### src/rtl/mh2_pkg.sv
// Shared types and constants for the 32-bit MurmurHash2 block.
// Used by mh2_ctrl, mh2_dpath and murmur2_hash_32_top; no dependencies.
package mh2_pkg;

  localparam logic [31:0] MH_MUL    = 32'h5bd1e995;
  localparam int          SHIFT_K   = 24;
  localparam int          SHIFT_F1  = 13;
  localparam int          SHIFT_F2  = 15;

  localparam int          ADDR_W    = 3;
  // paddr[2] picks the register word; only word 0 (hash_seed) exists
  localparam logic        REG_SEED  = 1'b0;

  typedef enum logic [2:0] {
    S_IDLE,
    S_K1,
    S_K2,
    S_HMIX,
    S_TAIL,
    S_FIN
  } state_t;

  // at most one op per cycle on the shared multiplier
  typedef enum logic [2:0] {
    OP_NONE,
    OP_K1,
    OP_K2,
    OP_HMIX,
    OP_TAIL,
    OP_FIN
  } op_t;

  typedef struct packed {
    logic load;   // capture input transaction
    op_t  op;
  } dp_cmd_t;

  typedef struct packed {
    logic last;     // captured item is the last of its message
    logic out_free; // output register can take a result this cycle
  } dp_stat_t;

endpackage

### src/rtl/mh2_ctrl.sv
// Sequencer for the MurmurHash2 datapath: walks each item through its mix steps.
// Depends on mh2_pkg.
module mh2_ctrl (
  input  logic             clk,
  input  logic             rst_n,
  input  logic             in_valid,
  input  logic [2:0]       in_valid_bytes,
  input  logic             in_last_item,
  output logic             in_ready,
  output mh2_pkg::dp_cmd_t cmd,
  input  mh2_pkg::dp_stat_t stat
);

  mh2_pkg::state_t state_r, state_nxt;

  always_ff @(posedge clk) begin
    if (!rst_n) begin
      state_r <= mh2_pkg::S_IDLE;
    end else begin
      state_r <= state_nxt;
    end
  end

  always_comb begin
    state_nxt = state_r;
    in_ready  = 1'b0;
    cmd.load  = 1'b0;
    cmd.op    = mh2_pkg::OP_NONE;
    unique case (state_r)
      mh2_pkg::S_IDLE: begin
        in_ready = 1'b1;
        if (in_valid) begin
          cmd.load = 1'b1;
          // four or more bytes saturate to a full word
          if (in_valid_bytes[2]) begin
            state_nxt = mh2_pkg::S_K1;
          end else if (in_valid_bytes[1:0] != 2'd0) begin
            state_nxt = mh2_pkg::S_TAIL;
          end else if (in_last_item) begin
            state_nxt = mh2_pkg::S_FIN;
          end
        end
      end
      mh2_pkg::S_K1: begin
        cmd.op    = mh2_pkg::OP_K1;
        state_nxt = mh2_pkg::S_K2;
      end
      mh2_pkg::S_K2: begin
        cmd.op    = mh2_pkg::OP_K2;
        state_nxt = mh2_pkg::S_HMIX;
      end
      mh2_pkg::S_HMIX: begin
        cmd.op    = mh2_pkg::OP_HMIX;
        state_nxt = stat.last ? mh2_pkg::S_FIN : mh2_pkg::S_IDLE;
      end
      mh2_pkg::S_TAIL: begin
        cmd.op    = mh2_pkg::OP_TAIL;
        state_nxt = stat.last ? mh2_pkg::S_FIN : mh2_pkg::S_IDLE;
      end
      mh2_pkg::S_FIN: begin
        // hold until the previous result has left the output register
        if (stat.out_free) begin
          cmd.op    = mh2_pkg::OP_FIN;
          state_nxt = mh2_pkg::S_IDLE;
        end
      end
      default: begin
        state_nxt = mh2_pkg::S_IDLE;
      end
    endcase
  end

endmodule

### src/rtl/mh2_dpath.sv
// MurmurHash2 datapath: running hash, word mix register, one shared multiplier
// and the result register. Depends on mh2_pkg; driven by mh2_ctrl.
module mh2_dpath (
  input  logic              clk,
  input  logic              rst_n,
  input  mh2_pkg::dp_cmd_t  cmd,
  output mh2_pkg::dp_stat_t stat,
  input  logic [31:0]       hash_seed,
  input  logic [31:0]       in_data_word,
  input  logic [2:0]        in_valid_bytes,
  input  logic              in_first_item,
  input  logic              in_last_item,
  input  logic [30:0]       in_message_length,
  output logic              out_valid,
  input  logic              out_ready,
  output logic [31:0]       out_hash_value
);

  logic [31:0] h_r, h_nxt;
  logic [31:0] k_r, k_nxt;
  logic [31:0] word_r;
  logic [1:0]  tail_n_r;
  logic        last_r;
  logic        out_valid_r, out_valid_nxt;
  logic [31:0] out_hash_r;

  logic [31:0] tail_word;
  logic [31:0] mul_a;
  logic [31:0] prod;

  always_comb begin
    case (tail_n_r)
      2'd1:    tail_word = {24'd0, word_r[7:0]};
      2'd2:    tail_word = {16'd0, word_r[15:0]};
      default: tail_word = {8'd0, word_r[23:0]};
    endcase
  end

  always_comb begin
    case (cmd.op)
      mh2_pkg::OP_K1:   mul_a = word_r;
      mh2_pkg::OP_K2:   mul_a = k_r;
      mh2_pkg::OP_HMIX: mul_a = h_r;
      mh2_pkg::OP_TAIL: mul_a = h_r ^ tail_word;
      mh2_pkg::OP_FIN:  mul_a = h_r ^ (h_r >> mh2_pkg::SHIFT_F1);
      default:          mul_a = h_r;
    endcase
  end

  // low 32 bits of the product only
  assign prod = mul_a * mh2_pkg::MH_MUL;

  always_comb begin
    h_nxt = h_r;
    k_nxt = k_r;
    if (cmd.load && in_first_item) begin
      h_nxt = hash_seed ^ {1'b0, in_message_length};
    end
    case (cmd.op)
      mh2_pkg::OP_K1:   k_nxt = prod ^ (prod >> mh2_pkg::SHIFT_K);
      mh2_pkg::OP_K2:   k_nxt = prod;
      mh2_pkg::OP_HMIX: h_nxt = prod ^ k_r;
      mh2_pkg::OP_TAIL: h_nxt = prod;
      mh2_pkg::OP_FIN:  h_nxt = prod ^ (prod >> mh2_pkg::SHIFT_F2);
      default: ;
    endcase
  end

  always_comb begin
    out_valid_nxt = out_valid_r;
    if (cmd.op == mh2_pkg::OP_FIN) begin
      out_valid_nxt = 1'b1;
    end else if (out_ready) begin
      out_valid_nxt = 1'b0;
    end
  end

  always_ff @(posedge clk) begin
    if (!rst_n) begin
      h_r         <= 32'd0;
      out_valid_r <= 1'b0;
    end else begin
      h_r         <= h_nxt;
      out_valid_r <= out_valid_nxt;
    end
  end

  always_ff @(posedge clk) begin
    k_r <= k_nxt;
    if (cmd.load) begin
      word_r   <= in_data_word;
      tail_n_r <= in_valid_bytes[1:0];
      last_r   <= in_last_item;
    end
    if (cmd.op == mh2_pkg::OP_FIN) begin
      out_hash_r <= h_nxt;
    end
  end

  assign stat.last      = last_r;
  assign stat.out_free  = !out_valid_r || out_ready;
  assign out_valid      = out_valid_r;
  assign out_hash_value = out_hash_r;

  a_fin_needs_slot: assert property (@(posedge clk) disable iff (!rst_n)
    (cmd.op == mh2_pkg::OP_FIN) |-> (!out_valid_r || out_ready))
    else $error("finalize overwrote a pending result");

  a_fin_result: assert property (@(posedge clk) disable iff (!rst_n)
    (cmd.op == mh2_pkg::OP_FIN) |=> (out_valid_r && (out_hash_r == h_r)))
    else $error("result register does not match running hash");

  a_k2_after_k1: assert property (@(posedge clk) disable iff (!rst_n)
    (cmd.op == mh2_pkg::OP_K2) |-> ($past(cmd.op) == mh2_pkg::OP_K1))
    else $error("second word multiply without first");

endmodule

### src/rtl/murmur2_hash_32_top.sv
// 32-bit MurmurHash2 over a byte message sent as little-endian 32-bit words.
// A full word goes through acceptance, two word multiplies and a hash fold; a
// 1-3 byte tail word through acceptance and a tail mix; an empty item through
// acceptance alone. A last item adds the closing mix, held while a result is
// pending. Every mix step uses the single 32x32 datapath multiplier in turn.
// A finished hash sits in an output register, so the next message can start
// while the result waits to be taken. hash_seed is at byte address 0 of the
// APB-style port; set it while no message is in flight.
// Depends on mh2_pkg, mh2_ctrl and mh2_dpath.
module murmur2_hash_32_top (
  input  logic                       clk,
  input  logic                       rst_n,
  input  logic                       in_valid,
  output logic                       in_ready,
  input  logic [31:0]                in_data_word,
  input  logic [2:0]                 in_valid_bytes,
  input  logic                       in_first_item,
  input  logic                       in_last_item,
  input  logic [30:0]                in_message_length,
  output logic                       out_valid,
  input  logic                       out_ready,
  output logic [31:0]                out_hash_value,
  input  logic                       psel,
  input  logic                       penable,
  input  logic                       pwrite,
  input  logic [mh2_pkg::ADDR_W-1:0] paddr,
  input  logic [31:0]                pwdata,
  output logic [31:0]                prdata,
  output logic                       pready
);

  logic [31:0] seed_r;
  logic        cfg_wr;

  mh2_pkg::dp_cmd_t  cmd;
  mh2_pkg::dp_stat_t stat;

  assign pready = 1'b1;
  assign cfg_wr = psel && penable && pwrite && pready;

  always_ff @(posedge clk) begin
    if (!rst_n) begin
      seed_r <= 32'd0;
    end else if (cfg_wr && (paddr[2] == mh2_pkg::REG_SEED)) begin
      seed_r <= pwdata;
    end
  end

  assign prdata = (paddr[2] == mh2_pkg::REG_SEED) ? seed_r : 32'd0;

  mh2_ctrl u_ctrl (
    .clk            (clk),
    .rst_n          (rst_n),
    .in_valid       (in_valid),
    .in_valid_bytes (in_valid_bytes),
    .in_last_item   (in_last_item),
    .in_ready       (in_ready),
    .cmd            (cmd),
    .stat           (stat)
  );

  mh2_dpath u_dpath (
    .clk               (clk),
    .rst_n             (rst_n),
    .cmd               (cmd),
    .stat              (stat),
    .hash_seed         (seed_r),
    .in_data_word      (in_data_word),
    .in_valid_bytes    (in_valid_bytes),
    .in_first_item     (in_first_item),
    .in_last_item      (in_last_item),
    .in_message_length (in_message_length),
    .out_valid         (out_valid),
    .out_ready         (out_ready),
    .out_hash_value    (out_hash_value)
  );

endmodule
### config.mk
export PLATFORM = sky130hd
export DESIGN_NAME = murmur2_hash_32_top
export DESIGN_NICKNAME = d
export VERILOG_FILES = /design/src/rtl/mh2_pkg.sv /design/src/rtl/mh2_ctrl.sv /design/src/rtl/mh2_dpath.sv /design/src/rtl/murmur2_hash_32_top.sv
export SDC_FILE = /design/constraint.sdc
export NUM_CORES = 1
export LEC_CHECK = 0
export BUFFER_PORTS_ARGS = -buffer_cell sky130_fd_sc_hd__clkbuf_2
export CORE_MARGIN = 4
export CORE_UTILIZATION = 50
export DETAILED_ROUTE_END_ITERATION = 8
export MAX_ROUTING_LAYER = met4
export PLACE_DENSITY = 0.81
export SLEW_MARGIN = 20
export SYNTH_ARGS = -nofsm -noshare
export SYNTH_HDL_FRONTEND = slang
export SYNTH_SLANG_ARGS = --single-unit
export TNS_END_PERCENT = 100
### constraint.sdc
create_clock -name clk -period 8 [get_ports clk]
set_input_delay 0 -clock clk [delete_from_list [all_inputs] [get_ports clk]]
set_output_delay 0 -clock clk [all_outputs]
set_load 0.1 [all_outputs]
== After elaboration in Yosys (flattened, before gate mapping) ==
Cells that the tools add are included.

* Flip-flop bits (word level): 167
* Output and inout port bits: 67
* Bits in read-only memories: 0
* Bits in writable memories: 0
* Memories: 0
* Bits in latches: 0
* Input port bits: 110

* Add/sub/neg operators: 0
* Div/mod/pow operators: 0
* Order comparisons: 0
* Shift-type cells: 0
* Eq/ne operators: 15
* Bitwise operators: 7
* $mul: 1
* Reductions and logical operators: 12
* Multiplexer cells: 20

{| class="wikitable"
|+ Operators by type and width
! cell !! count
|-
| $pmux W32 S4 || 1
|-
| $pmux W32 S3 || 1
|-
| $mux W32 || 2
|-
| $pmux W32 S2 || 1
|-
| $pmux W24 S2 || 1
|-
| $mul A32 B31 Y32 const B || 1
|-
| $xor A32 B17 Y32 || 1
|-
| $xor A32 B19 Y32 || 1
|-
| $xor A32 B24 Y32 || 1
|-
| $xor A32 B31 Y32 || 1
|-
| $xor A32 B32 Y32 || 1
|-
| $xor A32 B8 Y32 || 1
|-
| $pmux W3 S5 || 2
|-
| $mux W3 || 7
|-
| $eq A3 B2 Y1 const B || 4
|-
| $eq A3 B3 Y1 const B || 4
|-
| $eq A3 B1 Y1 const B || 2
|-
| $reduce_bool A2 Y1 || 3
|-
| $mux W1 || 5
|-
| $logic_and A1 B1 Y1 || 4
|-
| $ne A2 B2 Y1 const B || 2
|-
| $ne A4 B3 Y1 const B || 1
|-
| $logic_not A3 Y1 || 1
|-
| $reduce_and A3 Y1 || 1
|-
| 6 further kinds || 6
|}

== Logic depth before layout (Yosys ltp) ==
Gate-level depths: netlist of the first run.

* Depth in word-level cells: 9
* Mapped depth: 34

== Cells and area by module ==
Synthesis of the first run repeated with hierarchy kept, for this count alone.

* Cell total of the unflattened synthesis: 1886
* Area, all modules: 18113.6 µm²

{| class="wikitable"
|+ By module, submodules not included
! module !! times used !! area an instance (µm²) !! sequential area each (µm²) !! cells an instance
|-
| mh2_dpath || 1 || 16314.4 || 3633.5 || 1677
|-
| murmur2_hash_32_top || 1 || 1537.7 || 640.6 || 177
|-
| mh2_ctrl || 1 || 261.5 || 60.1 || 32
|}

== Worst setup path before layout of the first run ==
Ideal clock, no wire load.

* Path kind: register -> register
* Start point: register u_ctrl.state_r[0]
* End point: register u_dpath.out_hash_r[30] (netlist: u_dpath.out_hash_value[30]) (data pin)
* Data required time: 7.738 ns
* Setup time: 0.262 ns
* Period minus slack after synthesis: 9.778 ns
* Setup slack: -1.778 ns
* Stages on the path, launching flop included: 32
* Arrival time: 9.516 ns
* Cells stage by stage: dfxtp_1 > nor3_1 > a21oi_1 > and2_1 > buf_2 > clkbuf_1 > o221ai_1 > a211o_1 > inv_1 > fa_1 > inv_1 > ha_1 > inv_1 > fa_1 > fa_1 > fa_1 > inv_1 > fa_1 > fa_1 > inv_1 > fa_1 > inv_1 > ha_1 > and3_1 > nand2_1 > nor2_1 > and2_1 > a221oi_1 > a21oi_1 > xor2_1 > mux2i_1 > or2_2

* Word-level cells in the longest chain between the ends: 7

{| class="wikitable"
|+ RTL lines
! item !! RTL line !! source
|-
| start, declared || mh2_ctrl.sv:14 || <nowiki>mh2_pkg::state_t state_r, state_nxt;</nowiki>
|-
| start signal, assigned || mh2_ctrl.sv:18 || <nowiki>state_r <= mh2_pkg::S_IDLE;</nowiki>
|-
| start signal, assigned || mh2_ctrl.sv:20 || <nowiki>state_r <= state_nxt;</nowiki>
|-
| $eq A3 B3 Y1 (tied with other cells) || mh2_ctrl.sv:29 || <nowiki>unique case (state_r)</nowiki>
|-
| $pmux W3 S5 || mh2_ctrl.sv:29 ||
|-
| $eq A3 B3 Y1 (tied with other cells) || mh2_dpath.sv:40, mh2_dpath.sv:59 ||
|-
| $pmux W32 S4 || mh2_dpath.sv:40 || <nowiki>case (cmd.op)</nowiki>
|-
| $mul A32 B31 Y32 || mh2_dpath.sv:51 || <nowiki>assign prod = mul_a * mh2_pkg::MH_MUL;</nowiki>
|-
| $xor A32 B17 Y32 or $xor A32 B32 Y32 (tied branches) || mh2_dpath.sv:64, mh2_dpath.sv:62 ||
|-
| $pmux W32 S3 * || mh2_dpath.sv:59 || <nowiki>case (cmd.op)</nowiki>
|-
| named net u_dpath.h_nxt[30] || mh2_dpath.sv:19 || <nowiki>logic [31:0] h_r, h_nxt;</nowiki>
|-
| end signal, assigned || mh2_dpath.sv:96 || <nowiki>out_hash_r <= h_nxt;</nowiki>
|-
| end, declared || mh2_dpath.sv:25 || <nowiki>logic [31:0] out_hash_r;</nowiki>
|}

Mark *: on every way through the listed nets, which the timed path passes. The rest lies on a longest branch.
A chain may end at the register's enable or synchronous reset.

== Worst setup path after layout of the first run ==
* Start point: register u_ctrl.state_r[2]
* End point: register u_dpath.h_r[16]

* Word-level cells in the longest chain between the ends: 7

{| class="wikitable"
|+ RTL lines
! item !! RTL line !! source
|-
| $eq A3 B3 Y1 (tied with other cells) || mh2_ctrl.sv:29 ||
|-
| $pmux W3 S5 || mh2_ctrl.sv:29 ||
|-
| $eq A3 B3 Y1 (tied with other cells) || mh2_dpath.sv:40, mh2_dpath.sv:59 ||
|-
| $pmux W32 S4 || mh2_dpath.sv:40 ||
|-
| $mul A32 B31 Y32 || mh2_dpath.sv:51 ||
|-
| $xor A32 B17 Y32 or $xor A32 B32 Y32 (tied branches) || mh2_dpath.sv:64, mh2_dpath.sv:62 ||
|-
| $pmux W32 S3 * || mh2_dpath.sv:59 ||
|-
| named net u_dpath.h_nxt[16] || mh2_dpath.sv:19 ||
|-
| end signal, assigned || mh2_dpath.sv:83 || <nowiki>h_r <= h_nxt;</nowiki>
|-
| end, declared || mh2_dpath.sv:19 ||
|}

Marked as above.

==> results of run 1 <==
==> metrics by stage <==
stage	cells	area [um2]	util	setup slack (ns)
after global routing	2692	22500	0.665	-0.145
after floorplan	1793	17400	-	-0.0373
final	2692	22500	0.665	0.0191
after CTS	2658	21700	0.640	0.000959
after detailed placement	2553	20200	0.597	-0.220
after global placement	2553	20200	0.597	-0.206
==> flip-flops by register name, indices dropped and copies added (netlist names) <==
signal,count
seed_r,32
u_dpath.out_valid,1
u_dpath.out_hash_value,32
u_ctrl.state_r,3
u_dpath.tail_n_r,2
u_dpath.word_r,32
u_dpath.k_r,32
u_dpath.h_r,32
u_dpath.last_r,1
==> worst max path at each step <==
stage | start | endpoint | slack, ns
after global placement | u_ctrl.state_r[1] | u_dpath.out_hash_value[1] | -0.21
final | u_ctrl.state_r[2] | u_dpath.h_r[16] | 0.02
after CTS | u_ctrl.state_r[0] | u_dpath.h_r[31] | 0.001
after global routing | u_ctrl.state_r[2] | u_dpath.h_r[16] | -0.15
after floorplan | u_ctrl.state_r[0] | u_dpath.out_hash_value[30] | -0.04
after detailed placement | u_dpath.tail_n_r[1] | u_dpath.out_hash_value[30] | -0.22
==> logic make-up (layout without fill, tap and decap cells) <==
kind of cell               Yosys count  in the layout  synth area share
buffers and inverters              420            871            0.0922
muxes                                7              7           0.00404
and+or+nand+nor                    363            363             0.100
adders and majority gates          396            396             0.364
xor gates and xnor gates           122            122            0.0657
DFF                                167            167             0.250
AOI/OAI and AO/OA                  317            317             0.124
other                                1              1          0.000216
==> area by class of cell <==
cell class	instances	area [um2]	share of cell area
well taps	448	561	0.0249
clock buffers	19	464	0.0206
flip-flops and latches	167	4350	0.193
inverters	362	1370	0.0606
clock inverters	13	133	0.00589
multi-input cells	1206	12100	0.536
repair buffers	477	3570	0.159
==> what timing repair did <==
action,4_1_cts,5_1_grt
endpoints found under the hold margin,70,0
pin swaps,13,67
hold buffers,70,0
cloned,0,2
buffers inserted,3,34
setup endpoints to repair,43,63
gates resized for setup,41,123
==> cells in the mapped netlist, types with 10 or more instances <==
master and count:
o221ai_1 18, nand3_1 10, xnor2_1 96, nor2b_1 44, a21oi_1 86, inv_1 360, nand2_1 152, nor2_1 79
a221oi_1 11, a22oi_1 25, o21a_1 13, dfxtp_1 68, and2_1 31, o21ai_0 64, ha_1 215, edfxtp_1 99
a21o_1 15, clkbuf_1 47, fa_1 181, xor2_1 20
==> worst min-delay path: stages <==
cell and delay [ns]:
clkbuf_2 0.12, o21ai_0 0.12, a22oi_1 0.11, nor2_1 0.11, nor2_1 0.05
==> routing by layer <==
metal / wire [um] / up-vias / GRT usage / part of all wire
met5: 0 / - / - / 0
li1: - / 6779 / - / -
met4: 3660 / 0 / 0.150 / 0.062
met3: 5310 / 246 / 0.0469 / 0.089
met2: 28300 / 1001 / 0.507 / 0.48
met1: 22200 / 7438 / 0.380 / 0.37
==> summary.md, run 1 <==
| Metric | Value |
|---|---|
| Status | finished clean |
| Top cell type by total area after synthesis | fa_1 |
| Initial drt markers | 1,498 |
| Synthesized area | 17,400 um2 |
| Hold Worst Slack | 0.103 ns |
| Layout cells sized above 1 | 0.261 |
| Final Hold Fails | 0 |
| Final Cycle Share | 0.998 |
| Ports | 177 |
| Hold EP | u_ctrl.state_r[0] |
| Largest net degree at the start of global routing | 64 |
| Reg-to-reg startpoint | u_ctrl.state_r[2] |
| Tmin final | 7.98 ns |
| Mapped Nets | 2,299 |
| Max Clock Skew | 0.0156 ns |
| Average size of a mapped cell | 9.68 um2 |
| Yosys reg bits | 167 |
| Longest Clk Path Bufs | 2 |
| Total number of vias | 15,500 |
| Netlist cell types | 78 |
| Final setup vio count | 0 |
| Die width | 194 um |
| Peak Freq | 0.125 GHz |
| Effective utilization at floorplan | 0.513 |
| Routed WL | 59,400 um |
| Slowest stage delay, CP | 0.62 ns |
| Vias in the first global route | 16,100 |
| CTS Buf Count | 17 |
| Clock-pin slew on the worst setup and hold paths | 0.07 ns |
| Synth Warn # | 0 |
| Drt wl/cell | 22.1 um |
| DIE HEIGHT | 194 um |
| CP Launch Type | register |
| Slew headroom | 0.384 |
| Most frequent cells in the layout | 343 x inv_1, 200 x ha_1, 199 x buf_4, 173 x clkbuf_2, 172 x fa_1 |
| Seq/Total Area, Yosys | 0.250 |
| Worst path arrival time | 8.32 ns |
| Post-DP HPWL | 44,400 um |
| H-tree lvl count | 4 |
| Port bufs | 173 |
| CP most frequent cell | fa_1 |
| Clock tree sinks | 167 |
| Slew @ Worst Pin | 0.918 ns |
| Via-per-instance ratio | 5.74 |
| Post-synth EDFFs | 99 |
| R2r endpoint | u_dpath.h_r[16] |
| Post-route ant nets | 0 |
| Gpl congestion | 1.00 |
| First-pass detailed-route iteration total | 8 |
| Core area | 33,900 um2 |
| Global-route usage over all layers | 0.310 |
| Commonest non-fill, non-tap cell in the layout | inv_1 |
| R2R setup slack | 0.02 ns |
| Hold_sp | in_valid |
| Syn-to-layout area delta | 29.8% |
| CP max stage cell | xnor3_2 |
| Worst Path Max Fanout | 7 |
| First-pass GRT wire length | 89,200 um |
| Top cells by area, synth | fa_1 21%, edfxtp_1 17%, ha_1 15% |
| Number of remaining DRC errors | 0 |
| Clk_lat worst skew | 0.45 ns |
| R2R cell count | 28 |
| Top cell type's share of synthesized area | 0.209 |
| Fin nets | 2,737 |
| Antenna violations before repair | 0 |
| Asr flop ratio synth | 0 |
| GRT overflow | 0 |
| Synth Flop Type | edfxtp_1 |
| CP required | 8.34 ns |
| Crit. End Element | register |
| N_diodes | 0 |
| Hold Path Class | input port to register |
| CP Depth | 28 |
| Slew Limit Fails | 0 |
| CTS tree | done |
| Root Driver | clkbuf_16 |
| # rows | 67 |
| Worst path top cell family by delay | adder cells |
| Hold depth | 5 |
| Max-cap violations | 0 |
| Bufs and invs on worst path | 5 |
| RSZ-0062 raised after global routing | true |
| Fill cell count | 2,458 |
| Die footprint | 37,800 um2 |
| Mapped Cells | 1,793 |
| Setup_tns | 0 ns |
| Crit Path Class | register to register |
Power of run 1 is not shown: default switching activity piles up to over one toggle a cycle in this logic, so the estimate is an artifact.
==> inputs of run 2 (changes only) <==
CORE_MARGIN = 3   (was 4)
CORE_UTILIZATION = 33   (was 50)
PLACE_DENSITY = 0.6   (was 0.81)
SLEW_MARGIN = 0   (was 20)
==> run 2 against run 1 <==
Effect of this change: register-to-register slack better by 0.04 ns; via count shrank 6.3%; critical path depth up 3; die area is 47% higher; critical endpoint is now u_dpath.h_r[31]; maximum frequency is 0.56% higher; critical path type unchanged; worst setup slack better by 0.044 ns.
==> summary.md, run 2 (same netlist as run 1, synthesis figures left out) <==
| Metric | Value |
|---|---|
| Max Clock Skew | 0.0207 ns |
| Post-DP HPWL | 48,600 um |
| Tmin final | 7.94 ns |
| CP Launch Type | register |
| Fill cell count | 4,993 |
| Max-cap violations | 0 |
| N_diodes | 0 |
| Worst path arrival time | 8.26 ns |
| Largest net degree at the start of global routing | 64 |
| Final Hold Fails | 0 |
| Hold Worst Slack | 0.0694 ns |
| Slowest stage delay, CP | 0.55 ns |
| Port bufs | 173 |
| Initial drt markers | 1,000 |
| Commonest non-fill, non-tap cell in the layout | inv_1 |
| Fin util | 0.437 |
| Longest Clk Path Bufs | 2 |
| Slew Limit Fails | 0 |
| Core area | 51,700 um2 |
| Clock tree sinks | 167 |
| Syn-to-layout area delta | 30.3% |
| Final Cycle Share | 0.992 |
| Worst Path Max Fanout | 5 |
| Final setup vio count | 0 |
| Total number of vias | 14,500 |
| Number of remaining DRC errors | 0 |
| First-pass detailed-route iteration total | 7 |
| Drt wl/cell | 20.4 um |
| CP max stage cell | fa_1 |
| Via-per-instance ratio | 4.96 |
| Root Driver | clkbuf_16 |
| Clock-pin slew on the worst setup and hold paths | 0.07 ns |
| CTS tree | done |
| Layout cells sized above 1 | 0.257 |
| Die width | 235 um |
| Vias in the first global route | 15,200 |
| H-tree lvl count | 4 |
| Hold Path Class | input port to register |
| Peak Freq | 0.126 GHz |
| Status | finished clean |
| Clk_lat worst skew | 0.45 ns |
| # rows | 83 |
| FF+latch area | 4350 um2 |
| Fin nets | 2,734 |
| First-pass GRT wire length | 91,000 um |
| CP most frequent cell | fa_1 |
| Ports | 177 |
| RSZ-0062 raised after global routing | true |
| Global-route usage over all layers | 0.220 |
| Slew headroom | 0.223 |
| Crit. End Element | register |
| Most frequent cells in the layout | 348 x inv_1, 204 x buf_4, 194 x ha_1, 173 x clkbuf_2, 170 x fa_1 |
| Slew @ Worst Pin | 1.16 ns |
| DIE HEIGHT | 235 um |
| GRT overflow | 0 |
| Post-route ant nets | 0 |
| Dpl ws | -0.235 ns |
| CTS Buf Count | 17 |
| Gpl congestion | 1.00 |
| Final worst slack | 0.0634 ns |
| Area of the multi-input gates | 12,000 um2 |
| CP required | 8.33 ns |
| Effective utilization at floorplan | 0.336 |
| Die footprint | 55,400 um2 |
| Routed WL | 59,700 um |
| Antenna violations before repair | 1 |
| Crit Path Class | register to register |
==> run 2: cell types whose count changed in the layout (fill, tap and decap cells not counted), moves of 3 or more <==
cell      previous run  this run
ha_1               200       194
inv_1              343       348
o21ai_2              5         8
inv_8                3         0
xnor2_2              8         5
inv_2               17        14
clkbuf_1             0         4
buf_12              12         8
xnor2_1             87        91
ha_2                 3         9
inv_6                4         1
buf_4              199       204
==> run 2: routing by layer <==
| layer | track usage | wire length, um |
|---|---|---|
| met4 | 0.0627 | 1860 |
| met5 | - | 0 |
| met1 | 0.282 | 26300 |
| met2 | 0.373 | 29300 |
| met3 | 0.0192 | 2240 |
==> run 2: worst paths after layout <==
| kind | from | end | slack, ns | cells after the start |
|---|---|---|---|---|
| worst max-delay path | u_ctrl.state_r[2] | u_dpath.h_r[31] | 0.06 | 31 |
| worst min-delay path | in_message_length[0] | u_dpath.h_r[0] | 0.07 | 5 |
| worst max register to register | u_ctrl.state_r[2] | u_dpath.h_r[31] | 0.06 | 31 |
| worst min register to register | seed_r[22] | seed_r[22] | 0.48 | 2 |
==> run 2: worst max-delay path: cells and delay by family (launching register included) <==
family          cells  cell delay [ns]
fa+ha+maj           9             4.01
simple gates        7             1.38
compound gates      5             0.72
buf+inv             8             0.65
xor+xnor            2             0.64
flops               1             0.39
==> run 2: metrics by stage <==
step,setup TNS (ns),std cells,cell area (um2)
5_1_grt,-1.97,2921,22600
6_report,0,2921,22600
3_5_place_dp,-3.33,2794,20500
3_3_place_gp,-1.18,2794,20500
2_1_floorplan,-0.0373,1793,17400
4_1_cts,0,2900,22000
==> run 2: repair_timing <==
action | 4_1_cts | 5_1_grt
buffers inserted | 3 | 21
hold buffers | 71 | 0
cloned | 0 | 1
gates resized for setup | 46 | 99
hold endpoints to repair | 71 | 0
pin swaps | 16 | 54
endpoints found under the setup margin | 38 | 52
==> run 2: area by class of cell <==
| class | count | area share |
|---|---|---|
| multi-input combinational | 1206 | 0.531 |
| timing repair buffer | 474 | 0.154 |
| tap | 680 | 0.0376 |
| clock buffer | 21 | 0.0195 |
| sequential | 167 | 0.192 |
| inverter | 362 | 0.0601 |
| clock inverter | 11 | 0.00559 |
Power of run 2 is left out for the same reason.
